==> config.mk <==
export PLATFORM = sky130hd
export DESIGN_NAME = two_key_record_sorter_top
export DESIGN_NICKNAME = d
export VERILOG_FILES = /design/src/rtl/core/tksort_pkg.sv /design/src/rtl/core/tksort_cmp.sv /design/src/rtl/core/two_key_record_sorter_top.sv
export SDC_FILE = /design/constraint.sdc
export NUM_CORES = 2
export LEC_CHECK = 0
export ABC_CLOCK_PERIOD_IN_PS = 13300
export BUFFER_PORTS_ARGS = -buffer_cell sky130_fd_sc_hd__clkbuf_2
export CORE_ASPECT_RATIO = 0.7
export CORE_MARGIN = 1
export CORE_UTILIZATION = 42
export CTS_BUF_LIST = sky130_fd_sc_hd__clkbuf_2
export DETAILED_ROUTE_END_ITERATION = 7
export GPL_ROUTABILITY_DRIVEN = 1
export GPL_TIMING_DRIVEN = 0
export MAX_ROUTING_LAYER = met4
export SYNTH_ARGS = -nofsm -noshare
export SYNTH_HDL_FRONTEND = slang
export SYNTH_HIERARCHICAL = 1
export SYNTH_SLANG_ARGS = --single-unit
export TNS_END_PERCENT = 50
==> constraint.sdc <==
create_clock -name clk_i -period 13.3 [get_ports clk_i]
set_input_delay 0.665 -clock clk_i [delete_from_list [all_inputs] [get_ports clk_i]]
set_output_delay 0.665 -clock clk_i [all_outputs]
set_load 0.01 [all_outputs]
==> src/rtl/core/tksort_pkg.sv <==
// ----------------------------------------------------------------------------
// tksort_pkg
// Shared types and constants for the two-key record sorter.
// ----------------------------------------------------------------------------
package tksort_pkg;

  localparam int unsigned MaxRecords = 32;
  localparam int unsigned IdxW       = $clog2(MaxRecords);
  localparam int unsigned CntW       = $clog2(MaxRecords + 1);

  localparam int unsigned TagW  = 16;
  localparam int unsigned RollW = 16;
  localparam int unsigned MarkW = 10;

  typedef struct packed {
    logic [TagW-1:0]  tag;
    logic [RollW-1:0] roll;
    logic [MarkW-1:0] mark;
  } rec_t;

endpackage

==> src/rtl/core/tksort_cmp.sv <==
// ----------------------------------------------------------------------------
// tksort_cmp
// Shared record comparator: flags when record a must sit strictly ahead of
// record b (higher mark first, then lower roll first).
// ----------------------------------------------------------------------------
module tksort_cmp import tksort_pkg::*; (
  input  rec_t a_i,
  input  rec_t b_i,
  output logic before_o
);

  logic mark_gt;
  logic mark_eq;
  logic roll_lt;

  assign mark_gt  = a_i.mark > b_i.mark;
  assign mark_eq  = a_i.mark == b_i.mark;
  assign roll_lt  = a_i.roll < b_i.roll;
  // equal records do not go ahead, so load order is kept
  assign before_o = mark_gt | (mark_eq & roll_lt);

endmodule

==> src/rtl/core/two_key_record_sorter_top.sv <==
// ----------------------------------------------------------------------------
// two_key_record_sorter_top
// Batch record sorter with an insertion store and a single shared comparator.
//
// The input channel (in_valid_i/in_ready_o) takes one record word at a time:
// name tag, roll number, mark and a batch_last bit. Each word is inserted
// into a sorted 32-entry store by walking from the tail toward the head,
// one comparison and one entry move per cycle through a single-port-read,
// single-port-write memory. An accepted word is compared with each stored
// record it passes and with the one it stops behind, if any (none when
// the store is empty), then written into its slot. A word that arrives
// with the store full is dropped at acceptance and marks the batch as
// overflowed.
// When the batch_last word has been handled, the whole batch leaves on the
// output channel (out_valid_o/out_ready_i), best mark first, lower roll
// first on equal marks. Each output word goes through a memory read, an
// output register load and the handshake, held while the receiver stalls;
// out_last_o marks the final word and overflow_seen_o is set on every word
// of a batch that dropped records. in_ready_o stays low during insertion
// and emission. The receiver may stall freely: the output register holds.
// Reset empties the store (count and overflow cleared); no clearing pass.
// ----------------------------------------------------------------------------
module two_key_record_sorter_top import tksort_pkg::*; (
  input  logic             clk_i,
  input  logic             rst_ni,
  input  logic             in_valid_i,
  output logic             in_ready_o,
  input  logic [TagW-1:0]  name_tag_i,
  input  logic [RollW-1:0] roll_number_i,
  input  logic [MarkW-1:0] mark_value_i,
  input  logic             batch_last_i,
  output logic             out_valid_o,
  input  logic             out_ready_i,
  output logic [TagW-1:0]  out_name_tag_o,
  output logic [RollW-1:0] out_roll_o,
  output logic [MarkW-1:0] out_mark_o,
  output logic             out_last_o,
  output logic             overflow_seen_o
);

  localparam logic [2:0] S_IDLE      = 3'd0;
  localparam logic [2:0] S_CMP       = 3'd1;
  localparam logic [2:0] S_PUT       = 3'd2;
  localparam logic [2:0] S_EMIT_RD   = 3'd3;
  localparam logic [2:0] S_EMIT_LD   = 3'd4;
  localparam logic [2:0] S_EMIT_WAIT = 3'd5;

  logic [2:0]      state_q, state_d;
  logic [CntW-1:0] cnt_q, cnt_d;
  logic            ovf_q, ovf_d;
  logic            last_q, last_d;
  logic [IdxW-1:0] idx_q, idx_d;
  rec_t            new_q, new_d;

  rec_t            out_rec_q, out_rec_d;
  logic            out_valid_q, out_valid_d;
  logic            out_last_q, out_last_d;
  logic            out_ovf_q, out_ovf_d;

  rec_t            mem [MaxRecords];
  rec_t            rdata_q;
  logic [IdxW-1:0] rd_addr;
  logic            we;
  logic [IdxW-1:0] wr_addr;
  rec_t            wr_data;

  logic            in_acc;
  logic            out_acc;
  logic            ahead;
  rec_t            in_rec;

  assign in_rec.tag  = name_tag_i;
  assign in_rec.roll = roll_number_i;
  assign in_rec.mark = mark_value_i;

  assign in_ready_o = (state_q == S_IDLE);
  assign in_acc     = in_valid_i & in_ready_o;
  assign out_acc    = out_valid_q & out_ready_i;

  tksort_cmp u_cmp (
    .a_i      (new_q),
    .b_i      (rdata_q),
    .before_o (ahead)
  );

  // record store: one write and one registered read per cycle
  always_ff @(posedge clk_i) begin
    if (we) begin
      mem[wr_addr] <= wr_data;
    end
    rdata_q <= mem[rd_addr];
  end

  always_comb begin
    state_d     = state_q;
    cnt_d       = cnt_q;
    ovf_d       = ovf_q;
    last_d      = last_q;
    idx_d       = idx_q;
    new_d       = new_q;
    out_rec_d   = out_rec_q;
    out_valid_d = out_valid_q;
    out_last_d  = out_last_q;
    out_ovf_d   = out_ovf_q;
    we          = 1'b0;
    wr_addr     = idx_q;
    wr_data     = new_q;
    rd_addr     = idx_q;

    unique case (state_q)
      S_IDLE: begin
        rd_addr = IdxW'(cnt_q - 1'b1);
        if (in_acc) begin
          new_d  = in_rec;
          last_d = batch_last_i;
          if (cnt_q == CntW'(MaxRecords)) begin
            // drop the word, keep the batch
            ovf_d = 1'b1;
            idx_d = '0;
            if (batch_last_i) begin
              state_d = S_EMIT_RD;
            end
          end else if (cnt_q == '0) begin
            idx_d   = '0;
            state_d = S_PUT;
          end else begin
            idx_d   = IdxW'(cnt_q - 1'b1);
            state_d = S_CMP;
          end
        end
      end

      S_CMP: begin
        rd_addr = idx_q - 1'b1;
        if (ahead) begin
          // shift the stored record one slot toward the tail
          we      = 1'b1;
          wr_addr = idx_q + 1'b1;
          wr_data = rdata_q;
          if (idx_q == '0) begin
            state_d = S_PUT;
          end else begin
            idx_d = idx_q - 1'b1;
          end
        end else begin
          idx_d   = idx_q + 1'b1;
          state_d = S_PUT;
        end
      end

      S_PUT: begin
        we      = 1'b1;
        wr_addr = idx_q;
        wr_data = new_q;
        cnt_d   = cnt_q + 1'b1;
        idx_d   = '0;
        state_d = last_q ? S_EMIT_RD : S_IDLE;
      end

      S_EMIT_RD: begin
        rd_addr = idx_q;
        state_d = (cnt_q == '0) ? S_IDLE : S_EMIT_LD;
      end

      S_EMIT_LD: begin
        out_rec_d   = rdata_q;
        out_valid_d = 1'b1;
        out_last_d  = (CntW'(idx_q) + 1'b1) == cnt_q;
        out_ovf_d   = ovf_q;
        state_d     = S_EMIT_WAIT;
      end

      S_EMIT_WAIT: begin
        if (out_acc) begin
          out_valid_d = 1'b0;
          if (out_last_q) begin
            cnt_d   = '0;
            ovf_d   = 1'b0;
            state_d = S_IDLE;
          end else begin
            idx_d   = idx_q + 1'b1;
            state_d = S_EMIT_RD;
          end
        end
      end

      default: begin
        state_d = S_IDLE;
      end
    endcase
  end

  always_ff @(posedge clk_i or negedge rst_ni) begin
    if (!rst_ni) begin
      state_q     <= S_IDLE;
      cnt_q       <= '0;
      ovf_q       <= 1'b0;
      last_q      <= 1'b0;
      idx_q       <= '0;
      out_valid_q <= 1'b0;
      out_last_q  <= 1'b0;
      out_ovf_q   <= 1'b0;
    end else begin
      state_q     <= state_d;
      cnt_q       <= cnt_d;
      ovf_q       <= ovf_d;
      last_q      <= last_d;
      idx_q       <= idx_d;
      out_valid_q <= out_valid_d;
      out_last_q  <= out_last_d;
      out_ovf_q   <= out_ovf_d;
    end
  end

  always_ff @(posedge clk_i) begin
    new_q     <= new_d;
    out_rec_q <= out_rec_d;
  end

  assign out_valid_o     = out_valid_q;
  assign out_name_tag_o  = out_rec_q.tag;
  assign out_roll_o      = out_rec_q.roll;
  assign out_mark_o      = out_rec_q.mark;
  assign out_last_o      = out_last_q;
  assign overflow_seen_o = out_ovf_q;

  // input and output sides never overlap
  a_no_overlap: assert property (@(posedge clk_i) disable iff (!rst_ni)
    out_valid_o |-> !in_ready_o)
    else $error("output word pending while input is open");

  a_cnt_range: assert property (@(posedge clk_i) disable iff (!rst_ni)
    cnt_q <= CntW'(MaxRecords))
    else $error("record count beyond store capacity");

  a_last_reopens: assert property (@(posedge clk_i) disable iff (!rst_ni)
    (out_acc && out_last_o) |=> (in_ready_o && cnt_q == '0 && !ovf_q))
    else $error("batch not cleared after final word");

  a_out_only_emit: assert property (@(posedge clk_i) disable iff (!rst_ni)
    out_valid_o |-> (state_q == S_EMIT_WAIT))
    else $error("output valid outside emission");

endmodule

==> results.tsv <==
stage	metric	value	unit
outcome	outcome	finished clean	
route	via_count	38822	
worst_setup_path	max_stage_delay	1.13	ns
worst_setup_path	path_buf_inv	3	
worst_setup_path	crit_path_top_delay_cell	clkbuf_1	
route	finalWirelength	191000	um
synth	synthesis.area_per_instance	15.90	um^2
synth	synth_most_common_cell	edfxtp_1	
clock_tree	clock_path_buffers	4	
clock_tree	clockRootBuffer	clkbuf_2	
sta	max_freq	138.1	MHz
clock_tree	post_cts_resized	0	
synth	synthFlopType	edfxtp_1	
sta	fin_crit_sh	0.5443	
min_path	worst_hold_path_type	input port to register	
sta	min_period	7.239	ns
die	die_area	143000	um^2
sta	fin_skew	0.2085	ns
cells_and_area	areaGrowthSynthToFinish	14.21	%
synth	synth_cells	3737	
route	drc_errors	0	
synth	synthTopCellsByArea	edfxtp_1 (72%), a21oi_1 (3.7%), a211oi_1 (3.2%)	
die	core-area	140400	um^2
sta	rsz0062_at_grt	no	
synth	synthDominantCellAreaShare	0.7216	
worst_setup_path	path_class	register to register	
synth	ys_seq_area_frac	0.7438	
global_routing	overflow	0	
sta	setup_tns	0	ns
clock_tree	cts_tree	yes	
synth	yosysWarnings	6	
die	die_h	316.7	um
die	start_util	0.4231	
die	placementRows	115	
sta	hold_viol	0	
sta	worstMarginPinSlew	1.476	ns
sta	finalSetupViolCount	0	
synth	synth_common_cells	edfxtp_1 (1428), a21oi_1 (434), nand2_1 (333)	
synth	synth_area	59420	um^2
synth	synth.distinct_cells	71	
global_routing	grt_first_pass_wirelength	269700	um
clock_tree	htree_num_levels	5	
clock_tree	clk_pin_slew_worst_paths	0.11	ns
worst_setup_path	arrival	8.66	ns
route	viasPerCell	6.002	
cells_and_area	post_route_cells_drive_above_1_share	0.2346	
worst_setup_path	critPathLaunchType	register	
synth	yosysTopAreaCell	edfxtp_1	
worst_setup_path	crit_path_cell_trace	ha_1 -> a211o_1 -> a21oi_1 -> o311ai_1 -> o22ai_1 -> nor4bb_1 -> clkbuf_1 -> nand2_1 -> o21ai_0 -> o21ai_0 -> nor3_1 -> a21oi_1 -> nor2_4 -> buf_12 -> buf_12	
route	drt_iter0_markers	5701	
sta	slew_headroom	0.01601	
synth	ys_ff_latch	1489	
global_routing	grt_util_all_layers	0.2738	
job	maxCapViolations	0	
die	num_io_pins	93	
global_routing	antenna_found_initial	3	
synth	synth-edff-count	1428	
cells_and_area	multi_input_area	13690	um^2
clock_tree	clock-sinks	1489	
global_routing	grt_pass1_vias	37558	
die	fp.dieW	451.6	um
synth	syn_nets	3817	
synth	async_flop_share	0.01276	
worst_setup_path	cpLargestDelayFamily	compound AO/OA/AOI/OAI gates	
route	wire_per_inst	29.52	um
sta	slew_viol_final	0	
clock_tree	clkLatencyLatePin	1.84	ns
cells_and_area	nNetsFinal	4433	
worst_setup_path	end_kind	register	
placement	io_buffers	92	
cells_and_area	fillers	12187	
placement	place.gp.congestion	0.9394	
placement	hpwl	124100	um
route	drtPass1Iterations	6	
cells_and_area	ff_latch_area	44200	um^2
worst_setup_path	crit_required	14.73	ns
route	ant_nets	0	
clock_tree	numCtsBuffers	358	
global_routing	grt_max_degree	33	
worst_setup_path	path_max_fanout	17	
-- kinds of logic after synthesis --
logic type,Yosys count,synth area share
adders and majority gates,33,0.006948
muxes,179,0.04798
AOI/OAI and AO/OA,1096,0.1295
and+or+nand+nor,547,0.03984
buffers and inverters,380,0.03002
DFF,1489,0.7438
xor gates and xnor gates,13,0.001916
-- flip-flops by register name, indices dropped and copies added, names as in the netlist --
name	count
overflow_seen_o	1
new_q	42
out_last_o	1
out_roll_o	16
out_valid_o	1
state_q	3
cnt_q	6
out_name_tag_o	16
last_q	1
rdata_q	42
ovf_q	1
out_mark_o	10
idx_q	5
mem	1344
-- final timing paths --
kind | slack, ns | start | depth (start not counted) | to
min in group asynchronous | 0.17 | rst_ni | 3 | cnt_q[3]$_DFFE_PN0P_
min reg2reg | 0.43 | rdata_q[30]$_DFF_P_ | 0 | out_name_tag_o[4]$_DFFE_PP_
max | 6.06 | new_q[23]$_DFFE_PP_ | 15 | mem[2][25]$_DFFE_PP_
max reg2reg | 6.06 | new_q[23]$_DFFE_PP_ | 15 | mem[2][25]$_DFFE_PP_
max in group asynchronous | 12.45 | rst_ni | 3 | state_q[1]$_DFFE_PN0P_
min | 0.14 | name_tag_i[15] | 3 | new_q[41]$_DFFE_PP_
-- placed cells by master (no fill, tap or decap), types with 8 or more instances in the layout --
master / count
inv_1: 118
a211oi_2: 42
dlygate4sd3_1: 100
o21ai_0: 22
a211oi_1: 256
buf_1: 19
nand3_1: 90
a31oi_1: 44
clkinv_2: 8
buf_2: 112
o41ai_1: 85
a2111oi_0: 55
clkbuf_2: 622
a221oi_1: 42
a2111oi_2: 24
nor2_4: 29
buf_4: 35
nand2_1: 333
nor2_1: 28
a21oi_2: 13
clkinv_1: 51
a22oi_1: 42
buf_6: 9
ha_1: 33
dfrtp_1: 19
a21oi_1: 432
nor3_1: 13
clkbuf_1: 82
buf_12: 49
buf_16: 14
edfxtp_1: 1428
dfxtp_1: 42
mux2i_1: 91
mux4_2: 84
-- area by class of cell --
type	count	share of cell area
Antenna cell	6	0.0002212
Buffer	260	0.01962
Clock buffer	528	0.03894
Clock inverter	69	0.005236
Inverter	120	0.006747
Multi-Input combinational cell	1868	0.2018
Sequential cell	1489	0.6512
Tap cell	1872	0.03451
Timing Repair Buffer	256	0.04174
-- worst register-to-register path, stage by stage (launching register included) --
cell      delay, ns
edfxtp_1       0.40
ha_1           0.32
a211o_1        0.29
a21oi_1        0.80
o311ai_1       0.24
o22ai_1        0.79
nor4bb_1       0.70
clkbuf_1       1.13
nand2_1        0.32
o21ai_0        0.26
o21ai_0        0.15
nor3_1         0.17
a21oi_1        0.21
nor2_4         0.63
buf_12         0.28
buf_12         0.23
-- per-stage QoR --
step	util	setup slack [ns]	hold slack (ns)	cells	instance area, um^2
CTS	0.4832	6.076	0.003257	6462	67850
finish	0.4833	6.061	0.1445	6468	67870
global placement	0.4431	2.096	0.4145	5701	62230
floorplan	-	8.141	0.3694	3737	59420
global route	0.4832	5.856	0.1235	6466	67860
detailed placement	0.4547	6.152	0.4172	5765	63850
-- routing by layer --
layer	up-vias	GRT usage	share of wire
met4	0	0.09684	0.030
met2	2574	0.3733	0.42
met1	19443	0.3942	0.43
met5	-	-	0
met3	402	0.07120	0.12
li1	16403	-	-
-- repair_timing --
item	in CTS	in global routing
hold buffers	100	0
setup buffers	0	0
hold endpoints to repair	120	0
Power is left out: the tool's default activity adds up to more than one toggle a clock period on the data nets, which glitch-free logic cannot reach.
